### src/rtl/hevc_rtp_fragmenter_top_defines.svh
// assertion macros for the fragmenter
`ifndef HEVC_RTP_FRAGMENTER_TOP_DEFINES_SVH
`define HEVC_RTP_FRAGMENTER_TOP_DEFINES_SVH

`ifndef SYNTHESIS
`define HRF_ASSERT_NOW(label, clk, rst_n, ante, cons) \
  label: assert property (@(posedge clk) disable iff (!rst_n) (ante) |-> (cons)) \
    else $error("hrf assertion failed");
`define HRF_ASSERT_NEXT(label, clk, rst_n, ante, cons) \
  label: assert property (@(posedge clk) disable iff (!rst_n) (ante) |=> (cons)) \
    else $error("hrf assertion failed");
`else
`define HRF_ASSERT_NOW(label, clk, rst_n, ante, cons)
`define HRF_ASSERT_NEXT(label, clk, rst_n, ante, cons)
`endif

`endif

### src/rtl/hrf_pkg.sv
package hrf_pkg;

  localparam int LEN_W = 24;
  localparam int CFG_IDX_W = 2;

  localparam logic [7:0]  FU_TYPE_BYTE = 8'd98;
  localparam logic [15:0] FU_HDR_LEN   = 16'd3;
  localparam logic [15:0] MIN_PAYLOAD  = 16'd4;

  localparam logic [CFG_IDX_W-1:0] CFG_MAX_PAYLOAD = 2'd0;
  localparam logic [CFG_IDX_W-1:0] CFG_FAST_TIME   = 2'd1;
  localparam logic [CFG_IDX_W-1:0] CFG_TIME_SCALE  = 2'd2;

  typedef struct packed {
    logic [7:0]       data_byte;
    logic             first_of_unit;
    logic [LEN_W-1:0] unit_length;
    logic [31:0]      pts;
    logic             meta_unit;
    logic             frame_begin;
  } item_t;

  typedef struct packed {
    logic [7:0] out_byte;
    logic       packet_first;
    logic       packet_last;
    logic       marker_bit;
    logic       frame_start_flag;
    logic       run_last;
  } res_t;

  typedef struct packed {
    logic [2:0]       n;
    res_t [3:0]       ent;
    logic [15:0]      seq_number;
    logic [31:0]      rtp_time;
  } step_t;

endpackage

### src/rtl/hrf_engine.sv
module hrf_engine import hrf_pkg::*; (
  input  logic        clk,
  input  logic        rst_n,
  input  logic        adv,
  input  item_t       item,
  input  logic [15:0] max_payload,
  output step_t       step
);

  logic             fragment_mode_r, fragment_mode_nxt;
  logic [LEN_W-1:0] bytes_left_r, bytes_left_nxt;
  logic [15:0]      chunk_fill_r, chunk_fill_nxt;
  logic [5:0]       saved_type_r, saved_type_nxt;
  logic [7:0]       saved_indicator_r, saved_indicator_nxt;
  logic [15:0]      next_seq_r, next_seq_nxt;
  logic [31:0]      prev_time_r, prev_time_nxt;
  logic [31:0]      unit_time_r, unit_time_nxt;
  logic [1:0]       unit_flags_r, unit_flags_nxt;

  logic [15:0] maxp;
  logic [15:0] room;

  assign maxp = (max_payload < MIN_PAYLOAD) ? MIN_PAYLOAD : max_payload;
  assign room = maxp - FU_HDR_LEN;

  always_comb begin
    logic [LEN_W-1:0] len;
    logic             proc;
    logic             endc;
    logic             hdr;
    fragment_mode_nxt   = fragment_mode_r;
    bytes_left_nxt      = bytes_left_r;
    chunk_fill_nxt      = chunk_fill_r;
    saved_type_nxt      = saved_type_r;
    saved_indicator_nxt = saved_indicator_r;
    next_seq_nxt        = next_seq_r;
    prev_time_nxt       = prev_time_r;
    unit_time_nxt       = unit_time_r;
    unit_flags_nxt      = unit_flags_r;
    step                = '0;
    proc                = 1'b0;
    endc                = 1'b0;
    hdr                 = 1'b0;
    len = (item.unit_length == '0) ? LEN_W'(1) : item.unit_length;
    if (adv) begin
      if (item.first_of_unit) begin
        unit_time_nxt = item.pts;
        prev_time_nxt = item.pts;
        chunk_fill_nxt = '0;
        if (len <= LEN_W'(maxp)) begin
          fragment_mode_nxt = 1'b0;
          unit_flags_nxt = {item.frame_begin,
                            (!item.meta_unit && (item.pts != prev_time_r))};
          bytes_left_nxt = len;
          proc = 1'b1;
        end else begin
          fragment_mode_nxt = 1'b1;
          saved_type_nxt = item.data_byte[6:1];
          unit_flags_nxt = 2'b11;
          bytes_left_nxt = len - LEN_W'(2);
        end
      end else if (bytes_left_r != '0) begin
        if (fragment_mode_r && unit_flags_r[0]) begin
          saved_indicator_nxt = item.data_byte;
          unit_flags_nxt[0] = 1'b0;
        end else begin
          proc = 1'b1;
        end
      end

      if (proc) begin
        if (!fragment_mode_nxt) begin
          step.ent[0] = '{item.data_byte, item.first_of_unit,
                          (bytes_left_nxt == LEN_W'(1)), unit_flags_nxt[0],
                          unit_flags_nxt[1], 1'b1};
          step.n = 3'd1;
          bytes_left_nxt = bytes_left_nxt - LEN_W'(1);
          if (bytes_left_nxt == '0) begin
            next_seq_nxt = next_seq_r + 16'd1;
          end
        end else begin
          if (chunk_fill_nxt == '0) begin
            hdr = 1'b1;
            endc = (bytes_left_nxt <= LEN_W'(room));
            chunk_fill_nxt = endc ? bytes_left_nxt[15:0] : room;
            step.ent[0] = '{FU_TYPE_BYTE, 1'b1, 1'b0, endc, 1'b0, 1'b0};
            step.ent[1] = '{saved_indicator_r, 1'b0, 1'b0, endc, 1'b0, 1'b0};
            step.ent[2] = '{{unit_flags_nxt[1], endc, saved_type_r},
                            1'b0, 1'b0, endc, 1'b0, 1'b0};
            unit_flags_nxt = 2'b00;
          end
          if (hdr) begin
            step.ent[3] = '{item.data_byte, 1'b0, (chunk_fill_nxt == 16'd1),
                            (LEN_W'(chunk_fill_nxt) == bytes_left_nxt), 1'b0, 1'b1};
            step.n = 3'd4;
          end else begin
            step.ent[0] = '{item.data_byte, 1'b0, (chunk_fill_nxt == 16'd1),
                            (LEN_W'(chunk_fill_nxt) == bytes_left_nxt), 1'b0, 1'b1};
            step.n = 3'd1;
          end
          chunk_fill_nxt = chunk_fill_nxt - 16'd1;
          bytes_left_nxt = bytes_left_nxt - LEN_W'(1);
          if (chunk_fill_nxt == '0) begin
            next_seq_nxt = next_seq_r + 16'd1;
          end
          if (bytes_left_nxt == '0) begin
            fragment_mode_nxt = 1'b0;
            chunk_fill_nxt = '0;
          end
        end
      end
    end
    step.seq_number = next_seq_r;
    step.rtp_time   = unit_time_nxt;
  end

  always_ff @(posedge clk) begin
    if (!rst_n) begin
      fragment_mode_r   <= 1'b0;
      bytes_left_r      <= '0;
      chunk_fill_r      <= '0;
      saved_type_r      <= '0;
      saved_indicator_r <= '0;
      next_seq_r        <= '0;
      prev_time_r       <= '0;
      unit_time_r       <= '0;
      unit_flags_r      <= '0;
    end else begin
      fragment_mode_r   <= fragment_mode_nxt;
      bytes_left_r      <= bytes_left_nxt;
      chunk_fill_r      <= chunk_fill_nxt;
      saved_type_r      <= saved_type_nxt;
      saved_indicator_r <= saved_indicator_nxt;
      next_seq_r        <= next_seq_nxt;
      prev_time_r       <= prev_time_nxt;
      unit_time_r       <= unit_time_nxt;
      unit_flags_r      <= unit_flags_nxt;
    end
  end

endmodule

### src/rtl/hevc_rtp_fragmenter_top.sv
// H.265 RTP payload fragmenter. NAL bytes (no start code) enter one per request;
// the first byte of a unit carries its length, decode time and flags. A unit
// no longer than max_payload leaves as one packet; a longer one becomes
// fragmentation units with a 3-byte header ahead of each chunk. Rate: one
// byte per cycle while out_ready is high and no chunk header is draining.
// The two NAL header bytes of a fragmented unit yield nothing; the first
// data byte of each chunk yields four results and holds the input while
// the buffer drains one result per cycle as out_ready allows. An input register
// with the time-scale multiplier ahead of it feeds the packetizing logic into
// a four-entry result buffer. Configuration writes are always accepted.
`include "hevc_rtp_fragmenter_top_defines.svh"

module hevc_rtp_fragmenter_top import hrf_pkg::*; (
  input  logic                 clk,
  input  logic                 rst_n,
  input  logic                 in_valid,
  output logic                 in_ready,
  input  logic [7:0]           in_data_byte,
  input  logic                 in_first_of_unit,
  input  logic [LEN_W-1:0]     in_unit_length,
  input  logic [31:0]          in_decode_time,
  input  logic                 in_meta_unit,
  input  logic                 in_frame_begin,
  output logic                 out_valid,
  input  logic                 out_ready,
  output logic [7:0]           out_byte,
  output logic                 out_packet_first,
  output logic                 out_packet_last,
  output logic [15:0]          out_seq_number,
  output logic [31:0]          out_rtp_time,
  output logic                 out_marker_bit,
  output logic                 out_frame_start_flag,
  output logic                 out_run_last,
  input  logic                 cfg_valid,
  output logic                 cfg_ready,
  input  logic [CFG_IDX_W-1:0] cfg_index,
  input  logic [15:0]          cfg_data
);

  logic [15:0] max_payload_r;
  logic        fast_time_r;
  logic [15:0] time_scale_r;

  logic        valid_a_r;
  item_t       item_r;

  res_t [3:0]  ent_r;
  logic [1:0]  idx_r;
  logic [2:0]  rem_r;
  logic [15:0] seq_r;
  logic [31:0] time_r;

  logic [31:0] prod;
  logic        take;
  logic        buf_free;
  logic        adv_b;
  step_t       step;
  res_t        cur;

  assign cfg_ready = 1'b1;

  always_ff @(posedge clk) begin
    if (!rst_n) begin
      max_payload_r <= 16'd1400;
      fast_time_r   <= 1'b0;
      time_scale_r  <= 16'd1;
    end else if (cfg_valid) begin
      case (cfg_index)
        CFG_MAX_PAYLOAD: max_payload_r <= cfg_data;
        CFG_FAST_TIME:   fast_time_r   <= cfg_data[0];
        CFG_TIME_SCALE:  time_scale_r  <= cfg_data;
        default: ;
      endcase
    end
  end

  assign prod     = in_decode_time * {16'b0, time_scale_r};
  assign take     = out_valid && out_ready;
  assign buf_free = (rem_r == 3'd0) || ((rem_r == 3'd1) && take);
  assign adv_b    = valid_a_r && buf_free;
  assign in_ready = !valid_a_r || buf_free;

  always_ff @(posedge clk) begin
    if (!rst_n) begin
      valid_a_r <= 1'b0;
    end else if (in_valid && in_ready) begin
      valid_a_r <= 1'b1;
    end else if (adv_b) begin
      valid_a_r <= 1'b0;
    end
  end

  always_ff @(posedge clk) begin
    if (in_valid && in_ready) begin
      item_r <= '{in_data_byte, in_first_of_unit, in_unit_length,
                  (fast_time_r ? prod : in_decode_time),
                  in_meta_unit, in_frame_begin};
    end
  end

  hrf_engine u_engine (
    .clk         (clk),
    .rst_n       (rst_n),
    .adv         (adv_b),
    .item        (item_r),
    .max_payload (max_payload_r),
    .step        (step)
  );

  always_ff @(posedge clk) begin
    if (!rst_n) begin
      rem_r <= 3'd0;
      idx_r <= 2'd0;
    end else if (adv_b && (step.n != 3'd0)) begin
      rem_r <= step.n;
      idx_r <= 2'd0;
    end else if (take) begin
      rem_r <= rem_r - 3'd1;
      idx_r <= idx_r + 2'd1;
    end
  end

  always_ff @(posedge clk) begin
    if (adv_b && (step.n != 3'd0)) begin
      ent_r  <= step.ent;
      seq_r  <= step.seq_number;
      time_r <= step.rtp_time;
    end
  end

  assign cur                  = ent_r[idx_r];
  assign out_valid            = (rem_r != 3'd0);
  assign out_byte             = cur.out_byte;
  assign out_packet_first     = cur.packet_first;
  assign out_packet_last      = cur.packet_last;
  assign out_marker_bit       = cur.marker_bit;
  assign out_frame_start_flag = cur.frame_start_flag;
  assign out_run_last         = cur.run_last;
  assign out_seq_number       = seq_r;
  assign out_rtp_time         = time_r;

  `HRF_ASSERT_NEXT(a_load_shows, clk, rst_n, adv_b && (step.n != 3'd0), out_valid)
  `HRF_ASSERT_NOW(a_last_marks, clk, rst_n, out_valid && (rem_r == 3'd1), out_run_last)
  `HRF_ASSERT_NOW(a_mark_is_last, clk, rst_n, out_valid && out_run_last, rem_r == 3'd1)

endmodule
### config.mk
export PLATFORM = sky130hd
export DESIGN_NAME = hevc_rtp_fragmenter_top
export DESIGN_NICKNAME = d
export VERILOG_FILES = /design/src/rtl/hrf_pkg.sv /design/src/rtl/hrf_engine.sv /design/src/rtl/hevc_rtp_fragmenter_top.sv
export VERILOG_INCLUDE_DIRS = /design/src /design/src/rtl
export SDC_FILE = /design/constraint.sdc
export NUM_CORES = 2
export LEC_CHECK = 0
export BUFFER_PORTS_ARGS = -buffer_cell sky130_fd_sc_hd__buf_2
export CORE_MARGIN = 2
export CORE_UTILIZATION = 45
export DETAILED_ROUTE_END_ITERATION = 6
export SYNTH_ARGS = -nofsm -noshare
export SYNTH_HDL_FRONTEND = slang
export SYNTH_HIERARCHICAL = 1
export SYNTH_SLANG_ARGS = --single-unit
export TNS_END_PERCENT = 50
### constraint.sdc
create_clock -name clk -period 8.1 [get_ports clk]
set_input_delay 1.62 -clock clk [delete_from_list [all_inputs] [get_ports clk]]
set_output_delay 1.62 -clock clk [all_outputs]
set_load 0.1 [all_outputs]
==> results.yml <==
status:
  outcome: "completed"
logic_synthesis:
  synth_top_cell_by_area: "fa_1"
  synthesized_netlist_cell_count: 3149
  synth_sequential_area_ratio_pct: 29.16
  synth_top_cell_area_share_pct: 20.78
  synth.ff_latch_count: 343
  synthTopCellsByArea: "fa_1 21%, edfxtp_1 17%, dfxtp_1 12%, nand2_1 5.6%, inv_1 5.4%"
  synth_edf_count: 167
  ys.warnings.count: 6
  synth_top_flop_cell: "dfxtp_1"
  post_synth_num_cell_types: 103
  post_synth_instance_area_mm2: 0.02928
  share_of_flip_flops_with_an_asynchronous_set_or_reset_after_synthesis_pct: 0
  avgSynthCellArea_um2: 9.299
die:
  row_count: 93
  die_w_um: 259.1
  initial_util_pct: 45.51
  ios: 154
  design.die.area_mm2: 0.06713
  chipHeight_um: 259.1
  fp.coreArea_mm2: 0.06435
finish:
  antenna-diode-count: 0
  syn_to_final_growth_pct: 13.66
  layout.core_utilization_pct: 51.72
  fillerInstances: 5976
  final_cell_area_mm2: 0.03328
  post_route_cells_drive_above_1_share_pct: 15.33
  nets: 3816
grt:
  grt-busiest-layer: "met2"
  groute.usage.overall_pct: 25.99
  use_met3_pct: 3.603
  first_global_vias: 23910
  number_of_antenna_violations_at_the_first_check_in_global_routing: 1
  first_pass_grt_wire_length_um: 135500
  grt.overflow.total: 0
  global_route.usage.met1_pct: 35.76
  gr-usage-met2_pct: 42.86
  grt_max_degree: 85
timing:
  rsz0062_at_grt: "true"
  fin_setup_tns_ns: 0
  max_slew_margin_vs_limit_pct: 27.18
  timing_worst_slew_pin_value_ns: 1.092
  timing.final.crit_share_pct: 98.12
  slew_violations: 0
  fmax_mhz: 125.8
  timing.final.hold_violations: 0
  clock_skew_ns: 0.03729
  finalWorstPathRequiredPeriod_ns: 7.948
  setup_viol: 0
place:
  gpl.final_weighted_congestion: 0.9165
  number_of_port_buffers: 152
  place_hpwl_um: 66160
  placed_instance_area_mm2: 0.03136
power:
  share_clk_of_total_power_pct: 26.3
  power_density_over_the_cells_mw_per_mm2: 210.0
  power_frac_seq_pct: 32.1
  power_leakage_uw: 0.01431
  vdd.ir_drop.worst_mv: 0.1517
  power.switching_fraction_pct: 40.76
  cell_internal_pwr_uw: 4140
  power_frac_comb_pct: 41.6
  p_sw_uw: 2848
worst_setup_path:
  critical-path-slowest-cell: "or4_4"
  worstSetupStartpointType: "flip-flop"
  arrival_ns: 8.44
  critical_setup_path_class: "flip-flop to flip-flop"
  path_max_fanout: 7
  required_ns: 8.59
  crit_path_largest_cell_delay_ns: 0.55
  setup.reg_to_reg.worst_slack_ns: 0.15
  critPathCaptureType: "flip-flop"
routing:
  wl_um: 87340
  wl_per_cell_um: 20.79
  route.detailed.vias_per_inst: 5.532
  firstDrtPassIters: 7
  drtIter0Drc: 1812
  remaining_drc_errors: 0
  via_count: 23240
  detail-route-antenna-nets: 0
clock_tree:
  cts.path.max_buffers: 3
  hold_bufs_inserted_after_cts: 0
  cts_made_buffers: 40
  clock-sinks: 343
  cts.root.buffer_cell: "clkbuf_16"
  tritoncts: "yes"
  clk_pin_slew_worst_paths_ns: 0.06
  clock_tree.htree_level_count: 2
  insertion_delay_ns: 0.58
job:
  max_cap_viol_count: 0
worst_hold_path:
  hold_path.class: "flip-flop to flip-flop"
==> worst max-delay path, delay by kind of cell, from the launching register on <==
| family | cells | cell delay (ns) |
|---|---|---|
| AND/OR/NAND/NOR | 11 | 2.92 |
| flip-flops | 1 | 0.39 |
| buffers and inverters | 3 | 0.41 |
| multiplexers | 1 | 0.22 |
| AO/OA/AOI/OAI | 14 | 3.55 |
| adder cells (fa/ha/maj) | 2 | 0.39 |
==> cell families after synthesis <==
kind of cell,Yosys count,synth area share (%)
AO/OA/AOI/OAI,440,10.79
adder cells (fa/ha/maj),412,25.40
flip-flops,343,29.16
XOR/XNOR,150,4.486
other,2,0.02565
buffers and inverters,612,8.157
AND/OR/NAND/NOR,1123,19.06
multiplexers,67,2.927
==> stage by stage <==
stage	setup WS [ns]	hold WS, ns	cells	total power (uW)
3_5_place_dp	-0.1951	0.4464	4105	5105
3_3_place_gp	0.05493	0.4391	4105	5070
5_1_grt	-0.1451	0.4831	4201	7392
4_1_cts	0.0009450	0.4542	4182	6972
2_1_floorplan	0.007806	0.4213	3159	4328
6_report	0.1524	0.4563	4201	6988
==> metal layers <==
metal | vias up | wire (um)
met5 | - | 13
met2 | 754 | 41100
met1 | 11680 | 38560
met4 | 2 | 2211
met3 | 143 | 5452
li1 | 10660 | -
==> placed cells by master (no fill, tap or decap), types with 20 or more instances in the layout <==
cell / netlist / layout
buf_4: 20 / 140
clkbuf_16: 0 / 41
mux2i_1: 35 / 32
nand2_1: 437 / 435
nor4_1: 22 / 20
and3_1: 49 / 47
dfxtp_1: 176 / 174
nor2_1: 159 / 158
o21ai_0: 49 / 44
and2_1: 211 / 210
or3_1: 24 / 21
nand4_1: 34 / 34
xor2_1: 26 / 24
nor3_1: 39 / 36
a21o_1: 49 / 49
ha_1: 108 / 105
a21oi_1: 103 / 97
xnor2_1: 124 / 123
nand2b_1: 21 / 21
a21boi_0: 29 / 29
fa_1: 304 / 304
edfxtp_1: 167 / 167
nand3_1: 53 / 53
buf_2: 9 / 151
inv_1: 424 / 422
a211oi_1: 25 / 21
==> power groups by stage <==
stage	clock network [uW]	registers (uW)	logic [uW]
3_5_place_dp	0	2280	2820
2_1_floorplan	0	2410	1920
6_report	1840	2250	2900
5_1_grt	1940	2270	3180
4_1_cts	1880	2250	2850
3_3_place_gp	0	2270	2800
==> sequential cells by signal (all words and copies together) (netlist names), 2 cells and up <==
| signal | count |
|---|---|
| ent_r | 52 |
| idx_r | 2 |
| item_r | 67 |
| max_payload_r | 16 |
| out_rtp_time | 32 |
| out_seq_number | 16 |
| rem_r | 3 |
| time_scale_r | 16 |
| u_engine/bytes_left_r | 24 |
| u_engine/chunk_fill_r | 16 |
| u_engine/next_seq_r | 16 |
| u_engine/prev_time_r | 32 |
| u_engine/saved_indicator_r | 8 |
| u_engine/saved_type_r | 6 |
| u_engine/unit_flags_r | 2 |
| u_engine/unit_time_r | 32 |
==> final timing paths <==
kind / from / endpoint / depth (start not counted)
setup / recovery: item_r[37] / u_engine/next_seq_r[6] / 31
hold / removal: u_engine/saved_type_r[2] / u_engine/saved_type_r[2] / 2
setup reg to reg: item_r[37] / u_engine/next_seq_r[6] / 31
hold reg to reg: u_engine/saved_type_r[2] / u_engine/saved_type_r[2] / 2
==> repair_timing <==
action	CTS	global route
pin swaps	3	43
buffers inserted	2	19
resized for setup	9	66
gates cloned	1	0
endpoints found under the setup margin	16	18
==> synth_stat cells, types with 18 or more instances <==
library cell and count:
mux2i_1 35, buf_4 20, a21o_1 49, o21a_1 18, o21ai_0 49, or3_1 24, edfxtp_1 167, dfxtp_1 176
xor2_1 26, xnor2_1 124, nor4_1 22, nand2_1 437, a31oi_1 18, nor2_1 159, ha_1 108, fa_1 304
nand4_1 34, nand2b_1 21, a211oi_1 25, nand3_1 53, mux2_2 19, a21oi_1 103, a21boi_0 29, and3_1 49
and2_1 211, nor3_1 39, clkbuf_1 152, inv_1 424
==> area by class of cell <==
| type | instances | area (um2) | area share (%) |
|---|---|---|---|
| well taps | 855 | 1070 | 3.214 |
| flip-flops and latches | 343 | 8541 | 25.66 |
| inverters | 428 | 1609 | 4.834 |
| multi-input cells | 2205 | 18860 | 56.67 |
| clock buffers | 56 | 1132 | 3.402 |
| repair buffers | 296 | 1863 | 5.598 |
| clock inverters | 18 | 207.7 | 0.6240 |
Note: power is estimated with default switching activity, not from simulation.
